File: config.mk
export PLATFORM = sky130hd
export DESIGN_NAME = imu_fifo_sample_accumulator_core_flat
export DESIGN_NICKNAME = d
export VERILOG_FILES = /design/src/hdl/imu_acc_pkg.sv /design/src/hdl/imu_acc_in_if.sv /design/src/hdl/imu_acc_out_if.sv /design/src/hdl/imu_acc_front.sv /design/src/hdl/imu_acc_queue.sv /design/src/hdl/imu_acc_back.sv /design/src/hdl/imu_fifo_sample_accumulator_core.sv /design/src/flat_wrapper.sv
export VERILOG_INCLUDE_DIRS = /design/src /design/src/hdl
export SDC_FILE = /design/constraint.sdc
export NUM_CORES = 2
export LEC_CHECK = 0
export CAP_MARGIN = 20
export CORE_MARGIN = 2
export CORE_UTILIZATION = 30
export DETAILED_ROUTE_END_ITERATION = 8
export DONT_BUFFER_PORTS = 1
export PLACE_DENSITY_LB_ADDON = 0.2
export SLEW_MARGIN = 0
export SYNTH_ARGS = -nofsm -noshare
export SYNTH_HDL_FRONTEND = slang
export SYNTH_HIERARCHICAL = 1
export SYNTH_SLANG_ARGS = --single-unit
File: constraint.sdc
create_clock -name i_clk -period 52.8 [get_ports i_clk]
set_input_delay 10.56 -clock i_clk [delete_from_list [all_inputs] [get_ports i_clk]]
set_output_delay 10.56 -clock i_clk [all_outputs]
set_load 0.05 [all_outputs]
File: src/hdl/assert_macros.svh
// Assertion helpers shared by the block's modules.
// They use the clock i_clk and the synchronous active-low reset i_rst_n.
`ifndef ASSERT_MACROS_SVH
`define ASSERT_MACROS_SVH

// The consequent holds in the same cycle as the antecedent.
`define ASSERT_IMP(lbl, ante, cons) \
    lbl: assert property (@(posedge i_clk) disable iff (!i_rst_n) (ante) |-> (cons)) \
        else $error("assertion failed");

// The consequent holds in the cycle after the antecedent.
`define ASSERT_NXT(lbl, ante, cons) \
    lbl: assert property (@(posedge i_clk) disable iff (!i_rst_n) (ante) |=> (cons)) \
        else $error("assertion failed");

`endif

File: src/hdl/imu_acc_pkg.sv
`timescale 1ns / 1ps
// ---------------------------------------------------------------------------
// IMU accumulator package
// Shared types, constants and helper functions of the sample accumulator.
// ---------------------------------------------------------------------------
package imu_acc_pkg;

    localparam int MAX_BATCH_DEF = 8;
    localparam int CNT_W         = 7;
    localparam int SUM_W         = 20;
    localparam int WORD_W        = 16;
    localparam int AXIS_W        = 44;
    localparam int GAIN_W        = 24;
    localparam int DS_W          = 4;
    localparam int TOL_W         = 16;
    localparam int CFG_IDX_W     = 3;
    localparam int Q_DEPTH       = 4;
    localparam int Q_AW          = $clog2(Q_DEPTH);

    localparam logic [CFG_IDX_W-1:0] CFG_FAST_MODE   = 3'd0;
    localparam logic [CFG_IDX_W-1:0] CFG_ACCEL_DS    = 3'd1;
    localparam logic [CFG_IDX_W-1:0] CFG_GYRO_DS     = 3'd2;
    localparam logic [CFG_IDX_W-1:0] CFG_ACCEL_GAIN  = 3'd3;
    localparam logic [CFG_IDX_W-1:0] CFG_GYRO_GAIN   = 3'd4;
    localparam logic [CFG_IDX_W-1:0] CFG_TEMP_TOL    = 3'd5;

    localparam logic [GAIN_W-1:0] ACCEL_GAIN_RST = 24'd160673;
    localparam logic [GAIN_W-1:0] GYRO_GAIN_RST  = 24'd17855;
    localparam logic [TOL_W-1:0]  TEMP_TOL_RST   = 16'd400;

    typedef enum logic [1:0] {
        K_ACCEL = 2'd0,
        K_GYRO  = 2'd1,
        K_TEMP  = 2'd2,
        K_ERROR = 2'd3
    } t_kind;

    typedef struct packed {
        logic              fast_mode;
        logic [DS_W-1:0]   accel_ds;
        logic [DS_W-1:0]   gyro_ds;
        logic [GAIN_W-1:0] accel_gain;
        logic [GAIN_W-1:0] gyro_gain;
        logic [TOL_W-1:0]  temp_tol;
    } t_cfg;

    typedef struct packed {
        t_kind                    kind;
        logic signed [SUM_W-1:0]  x;
        logic signed [SUM_W-1:0]  y;
        logic signed [SUM_W-1:0]  z;
        logic                     div;
        logic [CNT_W-1:0]         cnt;
        logic                     last;
    } t_job;

    function automatic logic [SUM_W-1:0] sext_word(input logic [WORD_W-1:0] w);
        return {{(SUM_W-WORD_W){w[WORD_W-1]}}, w};
    endfunction

    function automatic logic temp_ok(input logic [WORD_W-1:0] t,
                                     input logic [WORD_W-1:0] c,
                                     input logic [TOL_W-1:0] tol);
        logic [WORD_W:0] d;
        logic [WORD_W:0] mag;
        d   = {t[WORD_W-1], t} - {c[WORD_W-1], c};
        mag = d[WORD_W] ? (~d + 1'b1) : d;
        return mag < {1'b0, tol};
    endfunction

    // True when the count is a multiple of the clamped downsample factor.
    function automatic logic is_due(input logic [4:0] c, input logic [DS_W-1:0] d);
        logic [DS_W-1:0] dd;
        logic            hit;
        dd  = (d == '0) ? 4'd1 : ((d > 4'd8) ? 4'd8 : d);
        hit = 1'b0;
        for (int k = 0; k < 32; k++) begin
            if ({3'b000, c} == 8'(k * int'(dd))) begin
                hit = 1'b1;
            end
        end
        return hit;
    endfunction

endpackage

File: src/hdl/imu_acc_in_if.sv
`timescale 1ns / 1ps
// ---------------------------------------------------------------------------
// IMU accumulator input channel
// Valid/ready channel that carries one FIFO record per item.
// ---------------------------------------------------------------------------
interface imu_acc_in_if;
    logic                     valid;
    logic                     ready;
    logic signed [15:0]       raw_word0;
    logic signed [15:0]       raw_word1;
    logic signed [15:0]       raw_word2;
    logic signed [15:0]       raw_word3;
    logic signed [15:0]       raw_word4;
    logic signed [15:0]       raw_word5;
    logic signed [15:0]       raw_temp_word;
    logic signed [15:0]       live_temp;
    logic                     live_temp_valid;
    logic                     last_in_batch;

    modport source (output valid, raw_word0, raw_word1, raw_word2, raw_word3,
                    raw_word4, raw_word5, raw_temp_word, live_temp,
                    live_temp_valid, last_in_batch, input ready);
    modport sink (input valid, raw_word0, raw_word1, raw_word2, raw_word3,
                  raw_word4, raw_word5, raw_temp_word, live_temp,
                  live_temp_valid, last_in_batch, output ready);
endinterface

File: src/hdl/imu_acc_out_if.sv
`timescale 1ns / 1ps
// ---------------------------------------------------------------------------
// IMU accumulator result channel
// Valid/ready channel that carries one result item.
// ---------------------------------------------------------------------------
interface imu_acc_out_if;
    logic               valid;
    logic               ready;
    logic [1:0]         kind;
    logic signed [43:0] axis_x;
    logic signed [43:0] axis_y;
    logic signed [43:0] axis_z;
    logic               last;

    modport source (output valid, kind, axis_x, axis_y, axis_z, last, input ready);
    modport sink (input valid, kind, axis_x, axis_y, axis_z, last, output ready);
endinterface

File: src/hdl/imu_acc_front.sv
`timescale 1ns / 1ps
// ---------------------------------------------------------------------------
// IMU accumulator front end
// Checks temperature, keeps the sums and counts, and queues result jobs.
// ---------------------------------------------------------------------------
`include "assert_macros.svh"

module imu_acc_front #(
    parameter int MAX_BATCH = imu_acc_pkg::MAX_BATCH_DEF
) (
    input  logic                i_clk,
    input  logic                i_rst_n,
    imu_acc_in_if.sink          i_item,
    input  imu_acc_pkg::t_cfg   i_cfg,
    output imu_acc_pkg::t_job   o_job,
    output logic                o_push,
    input  logic                i_full
);
    localparam int BW = $clog2(MAX_BATCH + 1);
    localparam int SW = imu_acc_pkg::SUM_W;
    localparam int WW = imu_acc_pkg::WORD_W;

    logic                    r_skip, n_skip;
    logic [BW-1:0]           r_bcnt, n_bcnt;
    logic signed [SW-1:0]    r_bsum, n_bsum;
    logic [WW-1:0]           r_cache, n_cache;
    logic signed [SW-1:0]    r_as [3];
    logic signed [SW-1:0]    n_as [3];
    logic signed [SW-1:0]    r_gs [3];
    logic signed [SW-1:0]    n_gs [3];
    logic [3:0]              r_acnt, n_acnt;
    logic [4:0]              r_gcnt, n_gcnt;
    imu_acc_pkg::t_job       r_jobs [3];
    imu_acc_pkg::t_job       n_jobs [3];
    logic [1:0]              r_nj, n_nj;
    logic [1:0]              r_jidx;
    logic                    pend;
    logic                    accept;

    assign pend         = (r_jidx != r_nj);
    assign i_item.ready = !pend;
    assign accept       = i_item.valid && i_item.ready;
    assign o_push       = pend && !i_full;
    assign o_job        = r_jobs[r_jidx];

    always_comb begin
        logic [BW:0]          inc;
        logic                 last;
        logic                 ok1, ok2;
        logic [WW-1:0]        chk;
        logic [WW-1:0]        t;
        logic signed [SW-1:0] sum_t;
        imu_acc_pkg::t_job    nj0;
        logic [1:0]           nj;

        n_skip  = r_skip;
        n_bcnt  = r_bcnt;
        n_bsum  = r_bsum;
        n_cache = r_cache;
        n_as    = r_as;
        n_gs    = r_gs;
        n_acnt  = r_acnt;
        n_gcnt  = r_gcnt;
        n_jobs  = r_jobs;
        n_nj    = r_nj;
        nj0     = '0;
        nj      = 2'd0;
        t       = i_item.raw_temp_word;
        inc     = {1'b0, r_bcnt} + 1'b1;
        last    = i_item.last_in_batch || (inc >= (BW+1)'(MAX_BATCH));
        ok1     = imu_acc_pkg::temp_ok(t, r_cache, i_cfg.temp_tol);
        chk     = (!ok1 && i_item.live_temp_valid) ? i_item.live_temp : r_cache;
        ok2     = imu_acc_pkg::temp_ok(t, chk, i_cfg.temp_tol);
        sum_t   = r_bsum + imu_acc_pkg::sext_word(t);

        if (accept) begin
            if (r_skip) begin
                if (last) begin
                    n_skip = 1'b0;
                    n_bcnt = '0;
                    n_bsum = '0;
                end else begin
                    n_bcnt = inc[BW-1:0];
                end
            end else if (!ok2) begin
                n_cache          = chk;
                nj0.kind         = imu_acc_pkg::K_ERROR;
                n_jobs[0]        = nj0;
                nj               = 2'd1;
                n_bsum           = '0;
                n_skip           = !last;
                n_bcnt           = last ? '0 : BW'(1);
            end else begin
                n_cache = chk;
                n_bsum  = last ? '0 : sum_t;
                n_bcnt  = last ? '0 : inc[BW-1:0];
                if (i_cfg.fast_mode) begin
                    if (!r_gcnt[0]) begin
                        n_as[0] = r_as[0] + imu_acc_pkg::sext_word(i_item.raw_word1);
                        n_as[1] = r_as[1] + imu_acc_pkg::sext_word(i_item.raw_word0);
                        n_as[2] = r_as[2] - imu_acc_pkg::sext_word(i_item.raw_word2);
                        n_acnt  = r_acnt + 1'b1;
                        if (imu_acc_pkg::is_due({1'b0, n_acnt}, i_cfg.accel_ds)) begin
                            nj0.kind   = imu_acc_pkg::K_ACCEL;
                            nj0.x      = n_as[0];
                            nj0.y      = n_as[1];
                            nj0.z      = n_as[2];
                            n_jobs[nj] = nj0;
                            nj         = nj + 1'b1;
                            n_as[0]    = '0;
                            n_as[1]    = '0;
                            n_as[2]    = '0;
                            n_acnt     = '0;
                            n_gcnt     = '0;
                        end
                    end
                    n_gcnt  = n_gcnt + 1'b1;
                    n_gs[0] = r_gs[0] + imu_acc_pkg::sext_word(i_item.raw_word4);
                    n_gs[1] = r_gs[1] + imu_acc_pkg::sext_word(i_item.raw_word3);
                    n_gs[2] = r_gs[2] - imu_acc_pkg::sext_word(i_item.raw_word5);
                    if (imu_acc_pkg::is_due(n_gcnt, i_cfg.gyro_ds)) begin
                        nj0        = '0;
                        nj0.kind   = imu_acc_pkg::K_GYRO;
                        nj0.x      = n_gs[0];
                        nj0.y      = n_gs[1];
                        nj0.z      = n_gs[2];
                        n_jobs[nj] = nj0;
                        nj         = nj + 1'b1;
                        n_gs[0]    = '0;
                        n_gs[1]    = '0;
                        n_gs[2]    = '0;
                    end
                    if (last) begin
                        nj0        = '0;
                        nj0.kind   = imu_acc_pkg::K_TEMP;
                        nj0.x      = sum_t;
                        nj0.div    = 1'b1;
                        nj0.cnt    = imu_acc_pkg::CNT_W'(inc);
                        n_jobs[nj] = nj0;
                        nj         = nj + 1'b1;
                    end
                end else begin
                    nj0.kind  = imu_acc_pkg::K_ACCEL;
                    nj0.x     = imu_acc_pkg::sext_word(i_item.raw_word1);
                    nj0.y     = imu_acc_pkg::sext_word(i_item.raw_word0);
                    nj0.z     = SW'(0) - imu_acc_pkg::sext_word(i_item.raw_word2);
                    n_jobs[0] = nj0;
                    nj0.kind  = imu_acc_pkg::K_GYRO;
                    nj0.x     = imu_acc_pkg::sext_word(i_item.raw_word4);
                    nj0.y     = imu_acc_pkg::sext_word(i_item.raw_word3);
                    nj0.z     = SW'(0) - imu_acc_pkg::sext_word(i_item.raw_word5);
                    n_jobs[1] = nj0;
                    nj0       = '0;
                    nj0.kind  = imu_acc_pkg::K_TEMP;
                    nj0.x     = imu_acc_pkg::sext_word(t);
                    n_jobs[2] = nj0;
                    nj        = 2'd3;
                end
            end
            if (nj != 2'd0) begin
                n_jobs[nj - 2'd1].last = 1'b1;
            end
            n_nj = nj;
        end
    end

    always_ff @(posedge i_clk) begin
        if (!i_rst_n) begin
            r_skip  <= 1'b0;
            r_bcnt  <= '0;
            r_bsum  <= '0;
            r_cache <= '0;
            r_as    <= '{default: '0};
            r_gs    <= '{default: '0};
            r_acnt  <= '0;
            r_gcnt  <= '0;
            r_nj    <= '0;
            r_jidx  <= '0;
        end else begin
            r_skip  <= n_skip;
            r_bcnt  <= n_bcnt;
            r_bsum  <= n_bsum;
            r_cache <= n_cache;
            r_as    <= n_as;
            r_gs    <= n_gs;
            r_acnt  <= n_acnt;
            r_gcnt  <= n_gcnt;
            r_nj    <= n_nj;
            if (accept) begin
                r_jidx <= '0;
            end else if (o_push) begin
                r_jidx <= r_jidx + 1'b1;
            end
        end
    end

    always_ff @(posedge i_clk) begin
        r_jobs <= n_jobs;
    end

    `ASSERT_IMP(a_front_cnt, !r_skip && (r_nj == r_jidx), r_bcnt < BW'(MAX_BATCH))
    `ASSERT_NXT(a_front_pend, accept, r_jidx == 2'd0)
endmodule

File: src/hdl/imu_acc_queue.sv
`timescale 1ns / 1ps
// ---------------------------------------------------------------------------
// IMU accumulator job queue
// Short first-in first-out queue between the front and back ends.
// ---------------------------------------------------------------------------
`include "assert_macros.svh"

module imu_acc_queue (
    input  logic               i_clk,
    input  logic               i_rst_n,
    input  logic               i_push,
    input  imu_acc_pkg::t_job  i_job,
    output logic               o_full,
    input  logic               i_pop,
    output imu_acc_pkg::t_job  o_job,
    output logic               o_empty
);
    localparam int AW = imu_acc_pkg::Q_AW;
    localparam int D  = imu_acc_pkg::Q_DEPTH;

    imu_acc_pkg::t_job r_mem [D];
    logic [AW-1:0]     r_wp;
    logic [AW-1:0]     r_rp;
    logic [AW:0]       r_cnt;

    assign o_full  = (r_cnt == (AW+1)'(D));
    assign o_empty = (r_cnt == '0);
    assign o_job   = r_mem[r_rp];

    always_ff @(posedge i_clk) begin
        if (!i_rst_n) begin
            r_wp  <= '0;
            r_rp  <= '0;
            r_cnt <= '0;
        end else begin
            if (i_push) begin
                r_wp <= r_wp + 1'b1;
            end
            if (i_pop) begin
                r_rp <= r_rp + 1'b1;
            end
            r_cnt <= r_cnt + (AW+1)'(i_push) - (AW+1)'(i_pop);
        end
    end

    always_ff @(posedge i_clk) begin
        if (i_push) begin
            r_mem[r_wp] <= i_job;
        end
    end

    `ASSERT_IMP(a_q_nooverflow, i_push, !o_full || i_pop)
    `ASSERT_IMP(a_q_nounderflow, i_pop, !o_empty)
endmodule

File: src/hdl/imu_acc_back.sv
`timescale 1ns / 1ps
// ---------------------------------------------------------------------------
// IMU accumulator back end
// Scales vectors by gain, divides the batch temperature sum, drives results.
// ---------------------------------------------------------------------------
`include "assert_macros.svh"

module imu_acc_back (
    input  logic               i_clk,
    input  logic               i_rst_n,
    input  imu_acc_pkg::t_cfg  i_cfg,
    input  imu_acc_pkg::t_job  i_job,
    input  logic               i_empty,
    output logic               o_pop,
    imu_acc_out_if.source      o_res
);
    localparam int SW = imu_acc_pkg::SUM_W;
    localparam int XW = imu_acc_pkg::AXIS_W;
    localparam int CW = imu_acc_pkg::CNT_W;
    localparam int GW = imu_acc_pkg::GAIN_W;

    typedef enum logic [3:0] {
        S_IDLE = 4'b0001,
        S_MUL  = 4'b0010,
        S_DIV  = 4'b0100,
        S_OUT  = 4'b1000
    } t_state;

    t_state                r_state;
    imu_acc_pkg::t_job     r_job;
    logic [1:0]            r_step;
    logic [4:0]            r_dstep;
    logic [SW-1:0]         r_mag;
    logic [CW-1:0]         r_rem;
    logic                  r_neg;
    logic signed [XW-1:0]  r_res [3];

    logic signed [SW-1:0]  op;
    logic [GW-1:0]         gain;
    logic signed [XW:0]    prod;
    logic [CW:0]           rem_sh;
    logic                  qbit;
    logic [SW-1:0]         mag_n;
    logic [SW-1:0]         quo;

    assign o_pop = (r_state == S_IDLE) && !i_empty;

    always_comb begin
        case (r_step)
            2'd0:    op = r_job.x;
            2'd1:    op = r_job.y;
            default: op = r_job.z;
        endcase
    end

    assign gain   = (r_job.kind == imu_acc_pkg::K_ACCEL) ? i_cfg.accel_gain
                                                         : i_cfg.gyro_gain;
    assign prod   = op * $signed({1'b0, gain});
    assign rem_sh = {r_rem, r_mag[SW-1]};
    assign qbit   = (rem_sh >= {1'b0, r_job.cnt});
    assign mag_n  = {r_mag[SW-2:0], qbit};
    assign quo    = r_neg ? (~mag_n + 1'b1) : mag_n;

    always_ff @(posedge i_clk) begin
        if (!i_rst_n) begin
            r_state <= S_IDLE;
        end else begin
            case (r_state)
                S_IDLE: begin
                    if (!i_empty) begin
                        case (i_job.kind)
                            imu_acc_pkg::K_ACCEL,
                            imu_acc_pkg::K_GYRO: r_state <= S_MUL;
                            imu_acc_pkg::K_TEMP: r_state <= i_job.div ? S_DIV : S_OUT;
                            default:             r_state <= S_OUT;
                        endcase
                    end
                end
                S_MUL: begin
                    if (r_step == 2'd2) begin
                        r_state <= S_OUT;
                    end
                end
                S_DIV: begin
                    if (r_dstep == 5'(SW - 1)) begin
                        r_state <= S_OUT;
                    end
                end
                S_OUT: begin
                    if (o_res.ready) begin
                        r_state <= S_IDLE;
                    end
                end
                default: r_state <= S_IDLE;
            endcase
        end
    end

    always_ff @(posedge i_clk) begin
        case (r_state)
            S_IDLE: begin
                r_job   <= i_job;
                r_step  <= '0;
                r_dstep <= '0;
                r_rem   <= '0;
                r_neg   <= i_job.x[SW-1];
                r_mag   <= i_job.x[SW-1] ? (~i_job.x + 1'b1) : i_job.x;
                r_res[1] <= '0;
                r_res[2] <= '0;
                if (i_job.kind == imu_acc_pkg::K_TEMP) begin
                    r_res[0] <= XW'(i_job.x);
                end else begin
                    r_res[0] <= '0;
                end
            end
            S_MUL: begin
                r_res[r_step] <= prod[XW-1:0];
                r_step        <= r_step + 1'b1;
            end
            S_DIV: begin
                r_rem   <= qbit ? CW'(rem_sh - {1'b0, r_job.cnt}) : rem_sh[CW-1:0];
                r_mag   <= mag_n;
                r_dstep <= r_dstep + 1'b1;
                if (r_dstep == 5'(SW - 1)) begin
                    r_res[0] <= XW'($signed(quo));
                end
            end
            default: begin
            end
        endcase
    end

    assign o_res.valid  = (r_state == S_OUT);
    assign o_res.kind   = r_job.kind;
    assign o_res.axis_x = r_res[0];
    assign o_res.axis_y = r_res[1];
    assign o_res.axis_z = r_res[2];
    assign o_res.last   = r_job.last;

    `ASSERT_NXT(a_back_pop, o_pop, r_state != S_IDLE)
    `ASSERT_IMP(a_back_div, r_state == S_DIV, r_job.cnt != '0)
endmodule

File: src/hdl/imu_fifo_sample_accumulator_core.sv
`timescale 1ns / 1ps
// ---------------------------------------------------------------------------
// IMU FIFO sample accumulator
// Temperature-checked accumulation and decimation of inertial FIFO records.
// ---------------------------------------------------------------------------
// One FIFO record enters per item on i_item; up to three results leave per
// item on o_res, the final one of each record marked by last. The user must
// write registers through i_cfg_we, i_cfg_idx and i_cfg_data only while the
// block is idle; the block itself does not enforce this. The front end takes
// a record and then hands its jobs to a four-entry queue, one per cycle
// while the queue is not full; it takes no new record until all jobs of the
// last one are in the queue. The back end has one 20 by 25 bit multiplier
// and scales the x, y and z of a vector in turn; the batch temperature
// average uses a bit-serial divider.
// Reset clears sums, counters, the temperature cache and the queue, and
// loads the register defaults. When the receiver stalls, the result holds,
// the queue fills, and then i_item.ready drops.
// ---------------------------------------------------------------------------
module imu_fifo_sample_accumulator_core #(
    parameter int MAX_BATCH = imu_acc_pkg::MAX_BATCH_DEF
) (
    input  logic                                 i_clk,
    input  logic                                 i_rst_n,
    imu_acc_in_if.sink                           i_item,
    imu_acc_out_if.source                        o_res,
    input  logic                                 i_cfg_we,
    input  logic [imu_acc_pkg::CFG_IDX_W-1:0]    i_cfg_idx,
    input  logic [imu_acc_pkg::GAIN_W-1:0]       i_cfg_data
);
    imu_acc_pkg::t_cfg r_cfg;
    imu_acc_pkg::t_job front_job;
    imu_acc_pkg::t_job head_job;
    logic              push;
    logic              pop;
    logic              full;
    logic              empty;

    always_ff @(posedge i_clk) begin
        if (!i_rst_n) begin
            r_cfg.fast_mode  <= 1'b0;
            r_cfg.accel_ds   <= 4'd1;
            r_cfg.gyro_ds    <= 4'd1;
            r_cfg.accel_gain <= imu_acc_pkg::ACCEL_GAIN_RST;
            r_cfg.gyro_gain  <= imu_acc_pkg::GYRO_GAIN_RST;
            r_cfg.temp_tol   <= imu_acc_pkg::TEMP_TOL_RST;
        end else if (i_cfg_we) begin
            case (i_cfg_idx)
                imu_acc_pkg::CFG_FAST_MODE:  r_cfg.fast_mode  <= i_cfg_data[0];
                imu_acc_pkg::CFG_ACCEL_DS:   r_cfg.accel_ds   <= i_cfg_data[3:0];
                imu_acc_pkg::CFG_GYRO_DS:    r_cfg.gyro_ds    <= i_cfg_data[3:0];
                imu_acc_pkg::CFG_ACCEL_GAIN: r_cfg.accel_gain <= i_cfg_data;
                imu_acc_pkg::CFG_GYRO_GAIN:  r_cfg.gyro_gain  <= i_cfg_data;
                imu_acc_pkg::CFG_TEMP_TOL:   r_cfg.temp_tol   <= i_cfg_data[15:0];
                default: begin
                end
            endcase
        end
    end

    imu_acc_front #(
        .MAX_BATCH (MAX_BATCH)
    ) u_front (
        .i_clk   (i_clk),
        .i_rst_n (i_rst_n),
        .i_item  (i_item),
        .i_cfg   (r_cfg),
        .o_job   (front_job),
        .o_push  (push),
        .i_full  (full)
    );

    imu_acc_queue u_queue (
        .i_clk   (i_clk),
        .i_rst_n (i_rst_n),
        .i_push  (push),
        .i_job   (front_job),
        .o_full  (full),
        .i_pop   (pop),
        .o_job   (head_job),
        .o_empty (empty)
    );

    imu_acc_back u_back (
        .i_clk   (i_clk),
        .i_rst_n (i_rst_n),
        .i_cfg   (r_cfg),
        .i_job   (head_job),
        .i_empty (empty),
        .o_pop   (pop),
        .o_res   (o_res)
    );
endmodule
File: src/flat_wrapper.sv
// flat-port wrapper written by rule: the top's interface ports become plain ports
module imu_fifo_sample_accumulator_core_flat 
#(
    parameter int MAX_BATCH = imu_acc_pkg::MAX_BATCH_DEF
)
  (i_clk, i_rst_n, i_cfg_we, i_cfg_idx, i_cfg_data, i_item_valid, i_item_raw_word0, i_item_raw_word1, i_item_raw_word2, i_item_raw_word3, i_item_raw_word4, i_item_raw_word5, i_item_raw_temp_word, i_item_live_temp, i_item_live_temp_valid, i_item_last_in_batch, i_item_ready, o_res_valid, o_res_kind, o_res_axis_x, o_res_axis_y, o_res_axis_z, o_res_last, o_res_ready);
  imu_acc_in_if i_item_i ();
  imu_acc_out_if o_res_i ();
  input  logic i_clk;
  input  logic i_rst_n;
  input  logic i_cfg_we;
  input  logic [imu_acc_pkg::CFG_IDX_W-1:0] i_cfg_idx;
  input  logic [imu_acc_pkg::GAIN_W-1:0] i_cfg_data;
  input wire logic [$bits(i_item_i.valid)-1:0] i_item_valid;
  input wire logic [$bits(i_item_i.raw_word0)-1:0] i_item_raw_word0;
  input wire logic [$bits(i_item_i.raw_word1)-1:0] i_item_raw_word1;
  input wire logic [$bits(i_item_i.raw_word2)-1:0] i_item_raw_word2;
  input wire logic [$bits(i_item_i.raw_word3)-1:0] i_item_raw_word3;
  input wire logic [$bits(i_item_i.raw_word4)-1:0] i_item_raw_word4;
  input wire logic [$bits(i_item_i.raw_word5)-1:0] i_item_raw_word5;
  input wire logic [$bits(i_item_i.raw_temp_word)-1:0] i_item_raw_temp_word;
  input wire logic [$bits(i_item_i.live_temp)-1:0] i_item_live_temp;
  input wire logic [$bits(i_item_i.live_temp_valid)-1:0] i_item_live_temp_valid;
  input wire logic [$bits(i_item_i.last_in_batch)-1:0] i_item_last_in_batch;
  output wire logic [$bits(i_item_i.ready)-1:0] i_item_ready;
  output wire logic [$bits(o_res_i.valid)-1:0] o_res_valid;
  output wire logic [$bits(o_res_i.kind)-1:0] o_res_kind;
  output wire logic [$bits(o_res_i.axis_x)-1:0] o_res_axis_x;
  output wire logic [$bits(o_res_i.axis_y)-1:0] o_res_axis_y;
  output wire logic [$bits(o_res_i.axis_z)-1:0] o_res_axis_z;
  output wire logic [$bits(o_res_i.last)-1:0] o_res_last;
  input wire logic [$bits(o_res_i.ready)-1:0] o_res_ready;
  assign i_item_i.valid = i_item_valid;
  assign i_item_i.raw_word0 = i_item_raw_word0;
  assign i_item_i.raw_word1 = i_item_raw_word1;
  assign i_item_i.raw_word2 = i_item_raw_word2;
  assign i_item_i.raw_word3 = i_item_raw_word3;
  assign i_item_i.raw_word4 = i_item_raw_word4;
  assign i_item_i.raw_word5 = i_item_raw_word5;
  assign i_item_i.raw_temp_word = i_item_raw_temp_word;
  assign i_item_i.live_temp = i_item_live_temp;
  assign i_item_i.live_temp_valid = i_item_live_temp_valid;
  assign i_item_i.last_in_batch = i_item_last_in_batch;
  assign i_item_ready = i_item_i.ready;
  assign o_res_valid = o_res_i.valid;
  assign o_res_kind = o_res_i.kind;
  assign o_res_axis_x = o_res_i.axis_x;
  assign o_res_axis_y = o_res_i.axis_y;
  assign o_res_axis_z = o_res_i.axis_z;
  assign o_res_last = o_res_i.last;
  assign o_res_i.ready = o_res_ready;
  imu_fifo_sample_accumulator_core #(.MAX_BATCH(MAX_BATCH)) u_core (.i_clk(i_clk), .i_rst_n(i_rst_n), .i_item(i_item_i), .o_res(o_res_i), .i_cfg_we(i_cfg_we), .i_cfg_idx(i_cfg_idx), .i_cfg_data(i_cfg_data));
endmodule
==> results.sh <==
export IMPL_rsz0062_at_grt="no"
export IMPL_initial_utilization_pct=30.2
export IMPL_dieArea_mm2=0.255
export IMPL_synth_largest_area_cell="edfxtp_1"
export IMPL_h_tree_depth=3
export IMPL_required_ns=53.47
export IMPL_drv_slew=0
export IMPL_setup_violations=0
export IMPL_drc=0
export IMPL_critPathMaxFanout=50
export IMPL_clk_pin_slew_worst_paths_ns=0.06
export IMPL_cts_hold_buf=0
export IMPL_overflow=0
export IMPL_crit_path_end_kind="flip-flop"
export IMPL_max_freq_mhz=43.3
export IMPL_whs_path_depth=2
export IMPL_worst_ep_arrival_time_ns=23.74
export IMPL_fin_tns_setup_ns=0
export IMPL_fin_nets=8532
export IMPL_synthCells=7601
export IMPL_num_rows=183
export IMPL_ys_warn_count=6
export IMPL_grt_pass1_vias=56121
export IMPL_vias=57017
export IMPL_antenna_found_initial=9
export IMPL_cts_tree="built"
export IMPL_slowest_delay_ns=0.83
export IMPL_globalplace_congestion=0.881
export IMPL_async_reset_ff_share_pct=0
export IMPL_skew_ns=0.124
export IMPL_cts_root_buf="clkbuf_16"
export IMPL_synth_seq_cells=993
export IMPL_fin_hold_ws_ns=0.454
export IMPL_synth_top_area_share_pct=29.3
export IMPL_slew_headroom_pct=17.9
export IMPL_ys_top_cells_by_count="889 x nand2_1, 733 x edfxtp_1, 680 x inv_1, 645 x nor2_1, 498 x ha_1"
export IMPL_clkLatencyLatePin_ns=0.81
export IMPL_cts_sinks=993
export IMPL_hold_class="reg2reg"
export IMPL_synth_area_leaders="edfxtp_1 29%, fa_1 12%, ha_1 8.3%"
export IMPL_ys_seq_area_share_pct=36.2
export IMPL_critPathLaunchType="primary input"
export IMPL_portBuffers=0
export IMPL_syn_avg_cell_area_um2=9.89
export IMPL_reg2reg_slack_ns=39.08
export IMPL_wl_um=251000
export IMPL_drv_cap=0
export IMPL_firstDrtPassIters=6
export IMPL_drt_iter0_markers=4824
export IMPL_post_cts_buffers=0
export IMPL_postRouteAntennaNets=0
export IMPL_die_height_um=505
export IMPL_r2r_cells=60
export IMPL_fin_crit_ns=23.08
export IMPL_finalHoldViolCount=0
export IMPL_dieWidth_um=505
export IMPL_grt_usage_pct=19.1
export IMPL_post_route_util_pct=33.2
export IMPL_reg2reg_from="u_core/u_front/r_cache[0]"
export IMPL_syn2layout_area_growth_pct=10.0
export IMPL_startpoint="i_item_raw_temp_word[0]"
export IMPL_drive_above_1_share_pct=6.97
export IMPL_dp_final_hpwl_um=187000
export IMPL_yosysMostFrequentCell="nand2_1"
export IMPL_crit_path_top_delay_cell="nor2_1"
export IMPL_clockBufferDepth=3
export IMPL_cts_buffers=114
export IMPL_core_mm2=0.249
export IMPL_fin_area_mm2=0.0827
export IMPL_synth_edf_count=733
export IMPL_netlist_area_mm2=0.0752
export IMPL_worstMarginPinSlew_ns=1.23
export IMPL_synthFlopType="edfxtp_1"
export IMPL_ctsResizeCount=0
export IMPL_routedWlPerCell_um=23.1
export IMPL_outcome="finished, final reports clean"
export IMPL_fin_crit_sh_pct=43.7
export IMPL_grt_pass1_wl_um=374000
export IMPL_cp_common_cell="o21a_1"
export IMPL_grt_max_degree=164
export IMPL_io_pins=299
export IMPL_synth_distinct_cells=112
export IMPL_dpl_instance_area_mm2=0.0787
export IMPL_via_per_inst=5.25
export IMPL_critical_path_class="in2reg"
stage by stage:
stage                     setup slack [ns]  instances
after detailed placement             29.05      10644
after global placement               29.21      10640
after CTS                            29.85      10856
final                                29.72      10860
after floorplan                      22.93       7604
after global routing                 28.75      10859
layer usage:
layer	vias up	GRT usage (%)	part of all wire, %
met5	-	0	0.020
met4	8	4.61	2.5
met3	319	4.11	7.1
met2	1743	29.4	44
met1	28549	27.2	47
li1	26398	-	-
cells by family (layout without fill, tap and decap cells):
group                    after synthesis  count (layout)  synth area share (%)
AO/OA/AOI/OAI                       1466            1466                  12.9
XOR/XNOR                             372             372                  4.43
adder cells (fa/ha/maj)              937             937                  20.0
buffers and inverters               1095            1020                  5.91
flip-flops                           993             993                  36.2
multiplexers                         371             371                  6.17
other                                  1               5               0.00499
AND/OR/NAND/NOR                     2366            2366                  14.4
worst min path at each step:
stage	end	startpoint
after floorplan	u_core/r_cfg[69]	u_core/r_cfg[69]
after global placement	u_core/u_front/r_gs[0]	u_core/u_front/r_gs[0]
after detailed placement	u_core/u_front/r_gs[0]	u_core/u_front/r_gs[0]
after CTS	u_core/u_front/r_gs[0]	u_core/u_front/r_gs[0]
after global routing	u_core/u_front/r_gs[0]	u_core/u_front/r_gs[0]
final	u_core/u_front/r_as[54]	u_core/u_front/r_as[54]
cells in the final DEF (no fill, tap or decap), drive strengths merged, types with 85 or more instances in the layout:
master,netlist,routed
nor3,136,136
inv,682,684
nand3,186,186
ha,498,498
xnor2,238,238
dfxtp,260,260
a21o,90,90
clkbuf,296,150
buf,111,120
nor2,646,646
nand2,889,889
fa,439,439
edfxtp,733,733
mux2i,274,274
o21ai,334,334
a21oi,368,368
xor2,130,130
nor2b,85,85
worst max-delay path: cells and delay by family:
kind / cells / cell delay, ns
AOI/OAI and AO/OA: 41 / 8.19
and+or+nand+nor: 7 / 1.86
adders and majority gates: 6 / 1.71
buffers and inverters: 6 / 1.24
xor gates and xnor gates: 1 / 0.13
final cells by class:
cell class,count,area [µm²]
Antenna cell,1,2.50
Clock buffer,150,3160
Clock inverter,62,764
Fill cell,25328,166000
Inverter,688,2590
Multi-Input combinational cell,5516,43800
Sequential cell,993,27200
Tap cell,3330,4170
Timing Repair Buffer,120,977
Power is left out: the tool's default activity adds up to more than one toggle a clock period on the data nets, which glitch-free logic cannot reach.
